`src/design/hfag_pkg.sv`:
```
// Package with the shared codes and item types of the heap floor admission gate.
package hfag_pkg;

   // Request action codes.
   localparam logic [2:0] ACT_CHECK_SIZE  = 3'd0;
   localparam logic [2:0] ACT_CHECK_COUNT = 3'd1;
   localparam logic [2:0] ACT_SET_CLASS   = 3'd2;
   localparam logic [2:0] ACT_FORGET_TASK = 3'd3;
   localparam logic [2:0] ACT_QUERY_AVAIL = 3'd4;

   // Caller class codes.
   localparam logic [1:0] CLASS_SYSTEM   = 2'd0;
   localparam logic [1:0] CLASS_GENERAL  = 2'd1;
   localparam logic [1:0] CLASS_REALTIME = 2'd2;

   // Extra reserve that general callers must leave above the floor.
   localparam logic [24:0] RT_RESERVE = 25'd8192;

   // One-hot view of the decoded action.
   typedef struct packed {
      logic chk;
      logic mul;
      logic set;
      logic fgt;
      logic qry;
   } hfag_ops_type;

   // Classified request as it waits between the front and the back.
   typedef struct packed {
      hfag_ops_type ops;
      logic         own;
      logic [1:0]   own_class;
      logic [1:0]   class_in;
      logic [31:0]  need;
      logic         ovf;
      logic [31:0]  free_bytes;
   } hfag_item_type;

endpackage

```
`src/design/heap_floor_admission_gate.sv`:
```
// Top level of the heap floor admission gate.
//
// Requests arrive on the req_ channel (valid/stall) and each one yields exactly
// one result on the rsp_ channel (valid/stall), in order. The csr_ channel
// writes the 24-bit floor; a write also clears the refusal counter. csr_ready
// is always high, and the floor is meant to be written only while idle.
// The front decodes the action and forms the byte demand (one 32x32 multiply);
// a two-entry queue holds classified requests until the back end takes them.
// The back end scans the class table one entry per cycle through its memory
// read port. For each request it takes the request from the queue, scans every
// entry, finishes the last compare, forms the floor and issues the result; only
// then does it take the next request from the queue.
// req_stall rises only when the queue is full. When the receiver stalls, the
// result is held in the output register, the back end waits with the next
// result, and the queue keeps taking requests until it fills.
// Reset empties the class table, clears the floor, the refusal counter, the
// queue and the valid flag of the output register.
module heap_floor_admission_gate
   import hfag_pkg::*;
#(
   parameter int TABLE_ENTRIES = 8,
   parameter int TASK_ID_BITS  = 32
) (
   input  logic                    clock,
   input  logic                    reset,
   input  logic                    req_valid,
   output logic                    req_stall,
   input  logic [2:0]              req_action,
   input  logic [TASK_ID_BITS-1:0] req_task_id,
   input  logic                    req_has_own_class,
   input  logic [1:0]              req_own_class,
   input  logic [1:0]              req_class_in,
   input  logic [31:0]             req_size,
   input  logic [31:0]             req_count,
   input  logic [31:0]             req_free_bytes,
   output logic                    rsp_valid,
   input  logic                    rsp_stall,
   output logic                    rsp_granted,
   output logic [1:0]              rsp_class_before,
   output logic [31:0]             rsp_available,
   output logic [31:0]             rsp_refusal_count,
   input  logic                    csr_valid,
   output logic                    csr_ready,
   input  logic [23:0]             csr_data
);

   hfag_item_type           front_item;
   logic [TASK_ID_BITS-1:0] front_task;
   logic                    q_full;
   logic                    q_pop;
   logic                    q_valid;
   hfag_item_type           q_item;
   logic [TASK_ID_BITS-1:0] q_task;
   logic                    req_xfer;
   logic                    csr_we;

   // A request transfers whenever the queue has room.
   assign req_stall = q_full;
   assign req_xfer  = req_valid && !q_full;
   assign csr_ready = 1'b1;
   assign csr_we    = csr_valid && csr_ready;

   hfag_front #(
      .TASK_ID_BITS(TASK_ID_BITS)
   ) u_front (
      .req_action       (req_action),
      .req_task_id      (req_task_id),
      .req_has_own_class(req_has_own_class),
      .req_own_class    (req_own_class),
      .req_class_in     (req_class_in),
      .req_size         (req_size),
      .req_count        (req_count),
      .req_free_bytes   (req_free_bytes),
      .item             (front_item),
      .item_task        (front_task)
   );

   hfag_queue #(
      .TASK_ID_BITS(TASK_ID_BITS)
   ) u_queue (
      .clock    (clock),
      .reset    (reset),
      .push     (req_xfer),
      .push_item(front_item),
      .push_task(front_task),
      .full     (q_full),
      .pop      (q_pop),
      .pop_valid(q_valid),
      .pop_item (q_item),
      .pop_task (q_task)
   );

   hfag_back #(
      .TABLE_ENTRIES(TABLE_ENTRIES),
      .TASK_ID_BITS (TASK_ID_BITS)
   ) u_back (
      .clock            (clock),
      .reset            (reset),
      .csr_we           (csr_we),
      .csr_data         (csr_data),
      .q_valid          (q_valid),
      .q_item           (q_item),
      .q_task           (q_task),
      .q_pop            (q_pop),
      .rsp_valid        (rsp_valid),
      .rsp_stall        (rsp_stall),
      .rsp_granted      (rsp_granted),
      .rsp_class_before (rsp_class_before),
      .rsp_available    (rsp_available),
      .rsp_refusal_count(rsp_refusal_count)
   );

endmodule

```
`src/design/hfag_front.sv`:
```
// Front end: decodes the action and works out the byte demand of a request.
module hfag_front
   import hfag_pkg::*;
#(
   parameter int TASK_ID_BITS = 32
) (
   input  logic [2:0]              req_action,
   input  logic [TASK_ID_BITS-1:0] req_task_id,
   input  logic                    req_has_own_class,
   input  logic [1:0]              req_own_class,
   input  logic [1:0]              req_class_in,
   input  logic [31:0]             req_size,
   input  logic [31:0]             req_count,
   input  logic [31:0]             req_free_bytes,
   output hfag_item_type           item,
   output logic [TASK_ID_BITS-1:0] item_task
);

   hfag_ops_type ops;
   logic [63:0]  prod;

   // Decode the action; unused codes leave every flag low.
   always_comb begin
      ops = '0;
      case (req_action)
         ACT_CHECK_SIZE:  ops.chk = 1'b1;
         ACT_CHECK_COUNT: ops.mul = 1'b1;
         ACT_SET_CLASS:   ops.set = 1'b1;
         ACT_FORGET_TASK: ops.fgt = 1'b1;
         ACT_QUERY_AVAIL: ops.qry = 1'b1;
         default:         ops = '0;
      endcase
   end

   // Full 64-bit product; any high bit set means the array size overflows.
   assign prod = 64'(req_count) * 64'(req_size);

   // Pack the classified request for the queue.
   always_comb begin
      item.ops        = ops;
      item.own        = req_has_own_class;
      item.own_class  = req_own_class;
      item.class_in   = req_class_in;
      item.need       = ops.mul ? prod[31:0] : req_size;
      item.ovf        = ops.mul && (prod[63:32] != 32'd0);
      item.free_bytes = req_free_bytes;
   end

   assign item_task = req_task_id;

endmodule

```
`src/design/hfag_queue.sv`:
```
// Two-entry queue that decouples the request front from the table back end.
module hfag_queue
   import hfag_pkg::*;
#(
   parameter int TASK_ID_BITS = 32
) (
   input  logic                    clock,
   input  logic                    reset,
   input  logic                    push,
   input  hfag_item_type           push_item,
   input  logic [TASK_ID_BITS-1:0] push_task,
   output logic                    full,
   input  logic                    pop,
   output logic                    pop_valid,
   output hfag_item_type           pop_item,
   output logic [TASK_ID_BITS-1:0] pop_task
);

   localparam int DEPTH = 2;

   hfag_item_type           item_ff [DEPTH];
   logic [TASK_ID_BITS-1:0] task_ff [DEPTH];
   logic                    wr_ptr_ff, wr_ptr_in;
   logic                    rd_ptr_ff, rd_ptr_in;
   logic [1:0]              count_ff, count_in;

   assign full      = (count_ff == 2'(DEPTH));
   assign pop_valid = (count_ff != 2'd0);
   assign pop_item  = item_ff[rd_ptr_ff];
   assign pop_task  = task_ff[rd_ptr_ff];

   // Pointer and fill count update.
   always_comb begin
      wr_ptr_in = wr_ptr_ff + 1'(push);
      rd_ptr_in = rd_ptr_ff + 1'(pop);
      count_in  = count_ff + 2'(push) - 2'(pop);
   end

   always_ff @(posedge clock) begin
      if (reset) begin
         wr_ptr_ff <= 1'b0;
         rd_ptr_ff <= 1'b0;
         count_ff  <= 2'd0;
      end else begin
         wr_ptr_ff <= wr_ptr_in;
         rd_ptr_ff <= rd_ptr_in;
         count_ff  <= count_in;
      end
   end

   // Entry storage.
   always_ff @(posedge clock) begin
      if (push) begin
         item_ff[wr_ptr_ff] <= push_item;
         task_ff[wr_ptr_ff] <= push_task;
      end
   end

endmodule

```
`src/design/hfag_back.sv`:
```
// Back end: scans the class table, applies the floor and issues one result per request.
module hfag_back
   import hfag_pkg::*;
#(
   parameter int TABLE_ENTRIES = 8,
   parameter int TASK_ID_BITS  = 32
) (
   input  logic                    clock,
   input  logic                    reset,
   input  logic                    csr_we,
   input  logic [23:0]             csr_data,
   input  logic                    q_valid,
   input  hfag_item_type           q_item,
   input  logic [TASK_ID_BITS-1:0] q_task,
   output logic                    q_pop,
   output logic                    rsp_valid,
   input  logic                    rsp_stall,
   output logic                    rsp_granted,
   output logic [1:0]              rsp_class_before,
   output logic [31:0]             rsp_available,
   output logic [31:0]             rsp_refusal_count
);

   localparam int IDX_W = (TABLE_ENTRIES > 1) ? $clog2(TABLE_ENTRIES) : 1;
   localparam logic [IDX_W-1:0] LAST_IDX = IDX_W'(TABLE_ENTRIES - 1);

   localparam logic [2:0] ST_IDLE  = 3'd0;
   localparam logic [2:0] ST_SCAN  = 3'd1;
   localparam logic [2:0] ST_DRAIN = 3'd2;
   localparam logic [2:0] ST_CALC  = 3'd3;
   localparam logic [2:0] ST_DONE  = 3'd4;

   logic [2:0]              state_ff, state_in;
   logic [IDX_W-1:0]        idx_ff, idx_in;

   // Table storage; an entry counts only while its valid bit is set.
   logic [TASK_ID_BITS-1:0] task_mem [TABLE_ENTRIES];
   logic [1:0]              class_mem [TABLE_ENTRIES];
   logic [TABLE_ENTRIES-1:0] valid_ff;

   // Read pipeline of the scan.
   logic                    rd_live_ff;
   logic [TASK_ID_BITS-1:0] rd_task_ff;
   logic [1:0]              rd_class_ff;
   logic                    rd_valid_ff;
   logic [IDX_W-1:0]        rd_idx_ff;

   // Scan findings.
   logic                    found_ff;
   logic [IDX_W-1:0]        match_idx_ff;
   logic [1:0]              match_class_ff;
   logic                    empty_found_ff;
   logic [IDX_W-1:0]        empty_idx_ff;

   // Request in progress and intermediate results.
   hfag_item_type           item_ff;
   logic [TASK_ID_BITS-1:0] task_ff;
   logic [1:0]              cls_ff, cls_in;
   logic [1:0]              qcls;
   logic [24:0]             floor_sel;
   logic [32:0]             diff_ff, diff_in;

   logic [23:0]             floor_ff;
   logic [31:0]             refusals_ff;
   logic                    rsp_valid_ff;
   logic                    rsp_granted_ff;
   logic [1:0]              rsp_class_ff;
   logic [31:0]             rsp_avail_ff;

   logic                    can_out;
   logic                    finish;
   logic                    breach;
   logic                    refuse;
   logic                    grant;
   logic                    set_en;
   logic                    tbl_we;
   logic [IDX_W-1:0]        tbl_waddr;
   logic                    tbl_clear;
   logic [31:0]             avail_val;

   assign q_pop   = (state_ff == ST_IDLE) && q_valid;
   assign can_out = !rsp_valid_ff || !rsp_stall;
   assign finish  = (state_ff == ST_DONE) && can_out;

   // Sequencer: pop, scan every entry, work out the floor, then report.
   always_comb begin
      state_in = state_ff;
      idx_in   = idx_ff;
      case (state_ff)
         ST_IDLE: begin
            idx_in = '0;
            if (q_valid) state_in = ST_SCAN;
         end
         ST_SCAN: begin
            if (idx_ff == LAST_IDX) begin
               state_in = ST_DRAIN;
            end else begin
               idx_in = idx_ff + IDX_W'(1);
            end
         end
         ST_DRAIN: state_in = ST_CALC;
         ST_CALC:  state_in = ST_DONE;
         ST_DONE: begin
            if (can_out) state_in = ST_IDLE;
         end
         default:  state_in = ST_IDLE;
      endcase
   end

   // Caller class and the floor of the class that the result reports against.
   always_comb begin
      cls_in = item_ff.own ? item_ff.own_class :
               (found_ff ? match_class_ff : CLASS_SYSTEM);
      qcls   = item_ff.ops.qry ? item_ff.class_in : cls_in;
      if (floor_ff == 24'd0) begin
         floor_sel = 25'd0;
      end else if (qcls == CLASS_GENERAL) begin
         floor_sel = {1'b0, floor_ff} + RT_RESERVE;
      end else if (qcls == CLASS_REALTIME) begin
         floor_sel = {1'b0, floor_ff};
      end else begin
         floor_sel = {2'b00, floor_ff[23:1]};
      end
      diff_in = {1'b0, item_ff.free_bytes} - {8'd0, floor_sel};
   end

   // Admission decision and table update of the finishing request.
   always_comb begin
      breach    = (floor_ff != 24'd0) && (diff_ff[32] || (item_ff.need > diff_ff[31:0]));
      refuse    = (item_ff.ops.chk && breach) ||
                  (item_ff.ops.mul && (item_ff.ovf || breach));
      grant     = (item_ff.ops.chk || item_ff.ops.mul) && !refuse;
      avail_val = (!diff_ff[32] && (diff_ff[31:0] != 32'd0)) ? diff_ff[31:0] : 32'd0;
      set_en    = item_ff.ops.set && !item_ff.own && (task_ff != '0);
      tbl_we    = finish && set_en && (item_ff.class_in != CLASS_SYSTEM) &&
                  (found_ff || empty_found_ff);
      tbl_waddr = found_ff ? match_idx_ff : empty_idx_ff;
      tbl_clear = finish && found_ff &&
                  ((set_en && (item_ff.class_in == CLASS_SYSTEM)) ||
                   (item_ff.ops.fgt && (task_ff != '0)));
   end

   // Control registers.
   always_ff @(posedge clock) begin
      if (reset) begin
         state_ff     <= ST_IDLE;
         idx_ff       <= '0;
         rd_live_ff   <= 1'b0;
         valid_ff     <= '0;
         floor_ff     <= 24'd0;
         refusals_ff  <= 32'd0;
         rsp_valid_ff <= 1'b0;
      end else begin
         state_ff   <= state_in;
         idx_ff     <= idx_in;
         rd_live_ff <= (state_ff == ST_SCAN);
         if (tbl_we) begin
            valid_ff[tbl_waddr] <= 1'b1;
         end else if (tbl_clear) begin
            valid_ff[match_idx_ff] <= 1'b0;
         end
         if (csr_we) begin
            floor_ff    <= csr_data;
            refusals_ff <= 32'd0;
         end else if (finish) begin
            refusals_ff <= refusals_ff + 32'(refuse);
         end
         if (finish) begin
            rsp_valid_ff <= 1'b1;
         end else if (!rsp_stall) begin
            rsp_valid_ff <= 1'b0;
         end
      end
   end

   // Table memory: one write port, one registered read port for the scan.
   always_ff @(posedge clock) begin
      if (tbl_we) begin
         task_mem[tbl_waddr]  <= task_ff;
         class_mem[tbl_waddr] <= item_ff.class_in;
      end
      rd_task_ff  <= task_mem[idx_ff];
      rd_class_ff <= class_mem[idx_ff];
      rd_valid_ff <= valid_ff[idx_ff];
      rd_idx_ff   <= idx_ff;
   end

   // Request capture, scan compare and result registers.
   always_ff @(posedge clock) begin
      if (q_pop) begin
         item_ff        <= q_item;
         task_ff        <= q_task;
         found_ff       <= 1'b0;
         empty_found_ff <= 1'b0;
      end else if (rd_live_ff) begin
         if (rd_valid_ff && (rd_task_ff == task_ff) && !found_ff) begin
            found_ff       <= 1'b1;
            match_idx_ff   <= rd_idx_ff;
            match_class_ff <= rd_class_ff;
         end
         if (!rd_valid_ff && !empty_found_ff) begin
            empty_found_ff <= 1'b1;
            empty_idx_ff   <= rd_idx_ff;
         end
      end
      if (state_ff == ST_CALC) begin
         cls_ff  <= cls_in;
         diff_ff <= diff_in;
      end
      if (finish) begin
         rsp_granted_ff <= grant;
         rsp_class_ff   <= cls_ff;
         rsp_avail_ff   <= avail_val;
      end
   end

   assign rsp_valid         = rsp_valid_ff;
   assign rsp_granted       = rsp_granted_ff;
   assign rsp_class_before  = rsp_class_ff;
   assign rsp_available     = rsp_avail_ff;
   assign rsp_refusal_count = refusals_ff;

endmodule

```
`config.mk`:
```
export PLATFORM = sky130hd
export DESIGN_NAME = heap_floor_admission_gate
export DESIGN_NICKNAME = d
export VERILOG_FILES = /design/src/design/hfag_pkg.sv /design/src/design/heap_floor_admission_gate.sv /design/src/design/hfag_front.sv /design/src/design/hfag_queue.sv /design/src/design/hfag_back.sv
export SDC_FILE = /design/constraint.sdc
export NUM_CORES = 2
export LEC_CHECK = 0
export BUFFER_PORTS_ARGS = -buffer_cell sky130_fd_sc_hd__clkbuf_2
export CAP_MARGIN = 40
export CORE_MARGIN = 4
export CORE_UTILIZATION = 65
export DETAILED_ROUTE_END_ITERATION = 10
export HOLD_SLACK_MARGIN = 0.08
export PLACE_DENSITY = 0.9
export REMOVE_ABC_BUFFERS = 1
export SYNTH_ARGS = -nofsm -noshare
export SYNTH_HDL_FRONTEND = slang
export SYNTH_SLANG_ARGS = --single-unit
```
`constraint.sdc`:
```
create_clock -name clock -period 30.3 [get_ports clock]
set_input_delay 4.545 -clock clock [delete_from_list [all_inputs] [get_ports clock]]
set_output_delay 4.545 -clock clock [all_outputs]
set_load 0.05 [all_outputs]
```
After elaboration in Yosys (flattened, before gate mapping)

Memories as Yosys holds them, arrays and structs flattened. A register that Yosys moved wholly into a read port is not among the register bits.
Index checks and enable logic that the tools add are counted.

Add/sub/neg operators: 8
$mul: 1
$lt $le $gt $ge: 6
Equal/unequal tests: 18
Multiplexer cells: 33
Bitwise operators: 4
Reduce and logical (&&, ||, !) cells: 58

Operators with widths:

| operator                                            | number |
|---|---|
| nonzero test 32 bit                                 | 3 |
| multiplier 32 x 32 -> 64 bit                        | 1 |
| two-way mux 25 bit                                  | 2 |
| subtractor 32 x 25 -> 33 bit                        | 1 |
| adder 32 x 1 -> 32 bit                              | 1 |
| == test 32 bit                                      | 1 |
| > comparator 32 bit                                 | 1 |
| two-way mux 32 bit                                  | 1 |
| adder 24 x 14 -> 25 bit (second input constant)     | 1 |
| zero test 24 bit                                    | 1 |
| two-way mux 24 bit                                  | 1 |
| nonzero test 24 bit                                 | 1 |
| logical AND 1 bit                                   | 23 |
| two-way mux 8 bit                                   | 2 |
| two-way mux 3 bit                                   | 5 |
| one-hot mux 3 bit (5 select lines)                  | 1 |
| two-way mux 1 bit                                   | 14 |
| == test 3 x 2 -> 1 bit (second input constant)      | 4 |
| < comparator 3 x 4 -> 1 bit (second input constant) | 3 |
| == test 3 bit (second input constant)               | 3 |
| zero test 1 bit                                     | 9 |
| AND reduction 3 bit                                 | 3 |
| bitwise AND 8 bit                                   | 1 |
| != test 2 x 1 -> 1 bit (second input constant)      | 4 |
| 22 further kinds                                    | 41 |

Register bits: 160
RAM bits: 486
Input bits: 165
Output and inout port bits: 70
Logic and storage cells: 154
Memories: 4

Memory list:

| name             | depth | width | rd ports | clocked after memory_dff | wr ports | line             | RTL |
|---|---|---|---|---|---|---|---|
| u_back.task_mem  | 8     | 32    | 1        | 1                        | 1        | hfag_back.sv:37  | `logic [TASK_ID_BITS-1:0] task_mem [TABLE_ENTRIES];` |
| u_queue.item_ff  | 2     | 75    | 1        | 1                        | 1        | hfag_queue.sv:21 | `hfag_item_type item_ff [DEPTH];` |
| u_queue.task_ff  | 2     | 32    | 1        | 1                        | 1        | hfag_queue.sv:22 | `logic [TASK_ID_BITS-1:0] task_ff [DEPTH];` |
| u_back.class_mem | 8     | 2     | 1        | 1                        | 1        | hfag_back.sv:38  | `logic [1:0] class_mem [TABLE_ENTRIES];` |

Logic depth before layout (Yosys ltp)

Depth after elaboration: 8
Depth in mapped cells: 31

By module

Synthesis repeated with hierarchy kept, for this count alone.

Cells, all modules: 5685
Area, all modules: 65600.4 µm²

Modules (own cells, without submodules):

| module                    | instances | cells each | area an instance (µm²) | seq. area each (µm²) |
|---|---|---|---|---|
| hfag_front                | 1         | 3840       | 34391.7                | 0.0 |
| hfag_back                 | 1         | 1490       | 23189.7                | 15965.3 |
| hfag_queue                | 1         | 352        | 7993.9                 | 6506.2 |
| heap_floor_admission_gate | 1         | 3          | 25.0                   | 0.0 |

Worst setup path after synthesis

OpenSTA, ideal clock, no wires.

Kind: in2reg
From: input req_count[16]
To: memory u_queue.item_ff[0][32] (netlist bit), data pin
Arrival: 11.599 ns
Path slack: 18.427 ns
Stages: 29
Buffers on the path: 2
Cell sequence: clkbuf_1 -> and2_1 -> fa_1 -> inv_1 -> fa_1 -> fa_1 -> fa_1 -> inv_1 -> fa_1 -> inv_1 -> fa_1 -> inv_1 -> fa_1 -> inv_1 -> fa_1 -> inv_1 -> ha_1 -> buf_6 -> nand4_4 -> nor4_2 -> o2111ai_1 -> o211a_1 -> a2111o_1 -> and2_4 -> a32oi_1 -> nand4_1 -> a2111o_1 -> nor2_1 -> a31oi_1

RTL lines:

| element            | line                            | RTL |
|---|---|---|
| start: declaration | heap_floor_admission_gate.sv:34 | `input logic [31:0] req_count,` |
| end: declaration   | hfag_queue.sv:21                |  |

==> run summary <==
Drt wl/cell: 25.3 µm
Minimum clock period: 12700 ps
CTS H-Tree Depth: 3
Vias in the first global route: 49200
Area growth syn-to-layout: 7.16%
Synthesized flop and latch total: 787
Hold Fails Final Rpt: 0
CP max-delay cell: fa_1
Design Area, Final: 0.0696 mm²
Post-CTS Setup Repair Bufs: 0
CP Launch Type: input pin
Most frequent cells in the layout: 897 x fa_1, 769 x inv_1, 671 x edfxtp_1
Total of max-cap violations: 0
Type of the most critical hold path: reg -> reg
Commonest non-fill, non-tap cell in the layout: fa_1
Clock transition at the registers of the reported paths: 60 ps
Critical Path, Cell by Cell: clkbuf_2 -> and2_1 -> fa_1 -> inv_1 -> fa_1 -> fa_1 -> fa_1 -> fa_1 -> fa_1 -> fa_1 -> fa_1 -> inv_1 -> ha_1 -> a21oi_1 -> nor2_1 -> a2111oi_0 -> nand4_1 -> nor4_1 -> nand4_1 -> nor4_1 -> nand4_1 -> a2111o_1 -> nor2_1 -> a31oi_1
Die Area: 0.105 mm²
Maximum clock rate: 0.0787 GHz
Hold Path Depth: 0
Root Driver: clkbuf_16
Tcrit/Tclk final: 41.9%
Vias per std cell: 6.43
Status: complete, no violations
Synthesized area: 0.0650 mm²
Global Route Usage Sum: 34.6%
Nets: 7065
Hold_ws: 407 ps
Clk buf depth: 3
Initial antenna violation count: 7
Global-route wire length before repair: 276 mm
I/O pin count: 235
Area post-placement: 0.0671 mm²
Worst EP arrival: 13040 ps
Die H: 324 µm
Primary FF master, synth: edfxtp_1
Clock sink total: 787
Routed wire length: 178 mm
Slew Limit Fails: 0
Row cnt: 115
Worst skew pair latency: 640 ps
Total gr overflow: 0
Synth async-reset ratio: 0%
Slew @ Worst Pin: 1010 ps
CP max stage delay: 640 ps
Setup_tns: 0 ps
Share of cells above drive strength 1: 11.2%
RSZ-0062 raised after global routing: no
Post-synthesis instance total: 5630
CTS tree: yes
Drt pass-1 iters: 7
GP Congestion: 0.984
Most common cell on crit path: fa_1
CTS buffer count: 73
R2R depth: 20
Core Area: 0.0989 mm²
Drt initial violations: 4850
Fill count: 6217
Distinct cells, synth: 85
Critical Setup Path Class: in -> reg
Final Setup Violations: 0
Routed vias: 45200
Initial core utilization: 65.8%
Crit end category: register
Synth Warn #: 0
Hold buffer count at CTS: 0
Detailed placement HPWL: 124 mm
Crit path max fanout: 32
Slew margin rel.: 32.7%
Post-route DRC: 0
Setup Skew: 43.6 ps
Register area share after synthesis: 34.6%
Number of antenna-violating nets in the routed design: 0
Post-synth EDFFs: 671
Chip Width: 324 µm
CP required: 30640 ps
Largest net degree at the start of global routing: 63
# port buffers: 233
Resize count post-CTS: 0
Avg Cell Area, Syn: 11.5 µm²
routing by layer:
| metal | up-vias | track usage (%) | share of wire [%] |
|---|---|---|---|
| li1 | 18500 | - | - |
| met1 | 22500 | 39.8 | 33 |
| met2 | 3070 | 57.9 | 49 |
| met3 | 1073 | 6.86 | 8.6 |
| met4 | 0 | 26.1 | 9.3 |
| met5 | - | 0 | 0 |
sequential cells by signal, indices dropped and copies added (netlist names), 2 cells and up:
name / flops
u_back.valid_ff: 8
u_back.class_mem: 16
u_back.rd_task_ff: 32
u_back.floor_ff: 24
u_back.cls_ff: 2
u_back.match_idx_ff: 3
u_queue.task_ff: 64
u_back.rd_class_ff: 2
u_back.idx_ff: 3
u_back.task_ff: 32
u_back.match_class_ff: 2
u_back.rsp_class_before: 2
u_back.task_mem: 256
u_back.rsp_refusal_count: 32
u_back.diff_ff: 33
u_back.item_ff: 75
u_queue.count_ff: 2
u_back.rd_idx_ff: 3
u_queue.item_ff: 150
u_back.state_ff: 3
u_back.empty_idx_ff: 3
u_back.rsp_available: 32
synthesized netlist by cell type (all sizes together) (13+ instances only):
| master | instances | area, µm² |
|---|---|---|
| mux2i | 43 | 430 |
| inv | 769 | 2890 |
| a21oi | 123 | 619 |
| o21ai | 84 | 420 |
| a21o | 44 | 330 |
| or3 | 15 | 93.8 |
| buf | 36 | 190 |
| nand4 | 62 | 403 |
| fa | 897 | 18000 |
| o211ai | 17 | 128 |
| nor4 | 37 | 238 |
| a211oi | 24 | 185 |
| nand2 | 598 | 2240 |
| mux4 | 70 | 1580 |
| ha | 329 | 4120 |
| clkbuf | 274 | 1030 |
| nor3 | 75 | 375 |
| and3 | 13 | 81.3 |
| o21a | 17 | 128 |
| dfxtp | 116 | 2320 |
| nand3 | 61 | 305 |
| nand2b | 15 | 93.8 |
| xor2 | 55 | 482 |
| and2 | 606 | 3790 |
| nor2b | 18 | 113 |
| xnor2 | 73 | 639 |
| edfxtp | 671 | 20100 |
| nor2 | 173 | 649 |
| mux2 | 146 | 1640 |
per-stage QoR:
stage	setup slack (ps)	cells	util, %
CTS	17630	7012	70.3
finish	17600	7025	70.5
global placement	17030	6868	67.7
detailed placement	16950	6879	67.9
floorplan	18520	5320	-
global route	17340	7023	70.5
cells by family after synthesis:
| logic type | count (synthesis) | share of synthesized area [%] |
|---|---|---|
| xor gates and xnor gates | 128 | 1.72 |
| adders and majority gates | 1226 | 34.0 |
| buffers and inverters | 1080 | 6.32 |
| muxes | 259 | 5.62 |
| and+or+nand+nor | 1720 | 13.5 |
| AOI/OAI and AO/OA | 429 | 4.31 |
| other | 1 | 0.00577 |
| DFF | 787 | 34.6 |
critical path: cells and delay by family:
family                   cells  cell delay [ps]
adder cells (fa/ha/maj)      9             4610
AO/OA/AOI/OAI                4             1450
buffers and inverters        3              550
AND/OR/NAND/NOR              8             1850
area by class of cell:
cell class / instances / area [µm²] / area share (%)
clock buffers: 99 / 1970 / 2.83
multi-input cells: 3763 / 38500 / 55.3
clock inverters: 34 / 388 / 0.557
repair buffers: 279 / 1770 / 2.54
well taps: 1287 / 1610 / 2.31
inverters: 770 / 2890 / 4.15
diodes: 6 / 15.0 / 0.0216
flip-flops and latches: 787 / 22500 / 32.3
worst paths after layout:
kind	start	endpoint	slack (ps)
worst min register to register	u_back.rd_class_ff[1]$_DFF_P_	u_back.match_class_ff[1]$_DFFE_PP_	410
worst min-delay path	u_back.rd_class_ff[1]$_DFF_P_	u_back.match_class_ff[1]$_DFFE_PP_	410
worst max-delay path	req_count[27]	u_queue.item_ff[0][32]$_DFFE_PP_	17600
worst max register to register	u_back.found_ff$_SDFFE_PP0P_	u_back.diff_ff[31]$_DFFE_PP_	24270
Power is left out: the tool's default activity adds up to more than one toggle a clock period on the data nets, which glitch-free logic cannot reach.
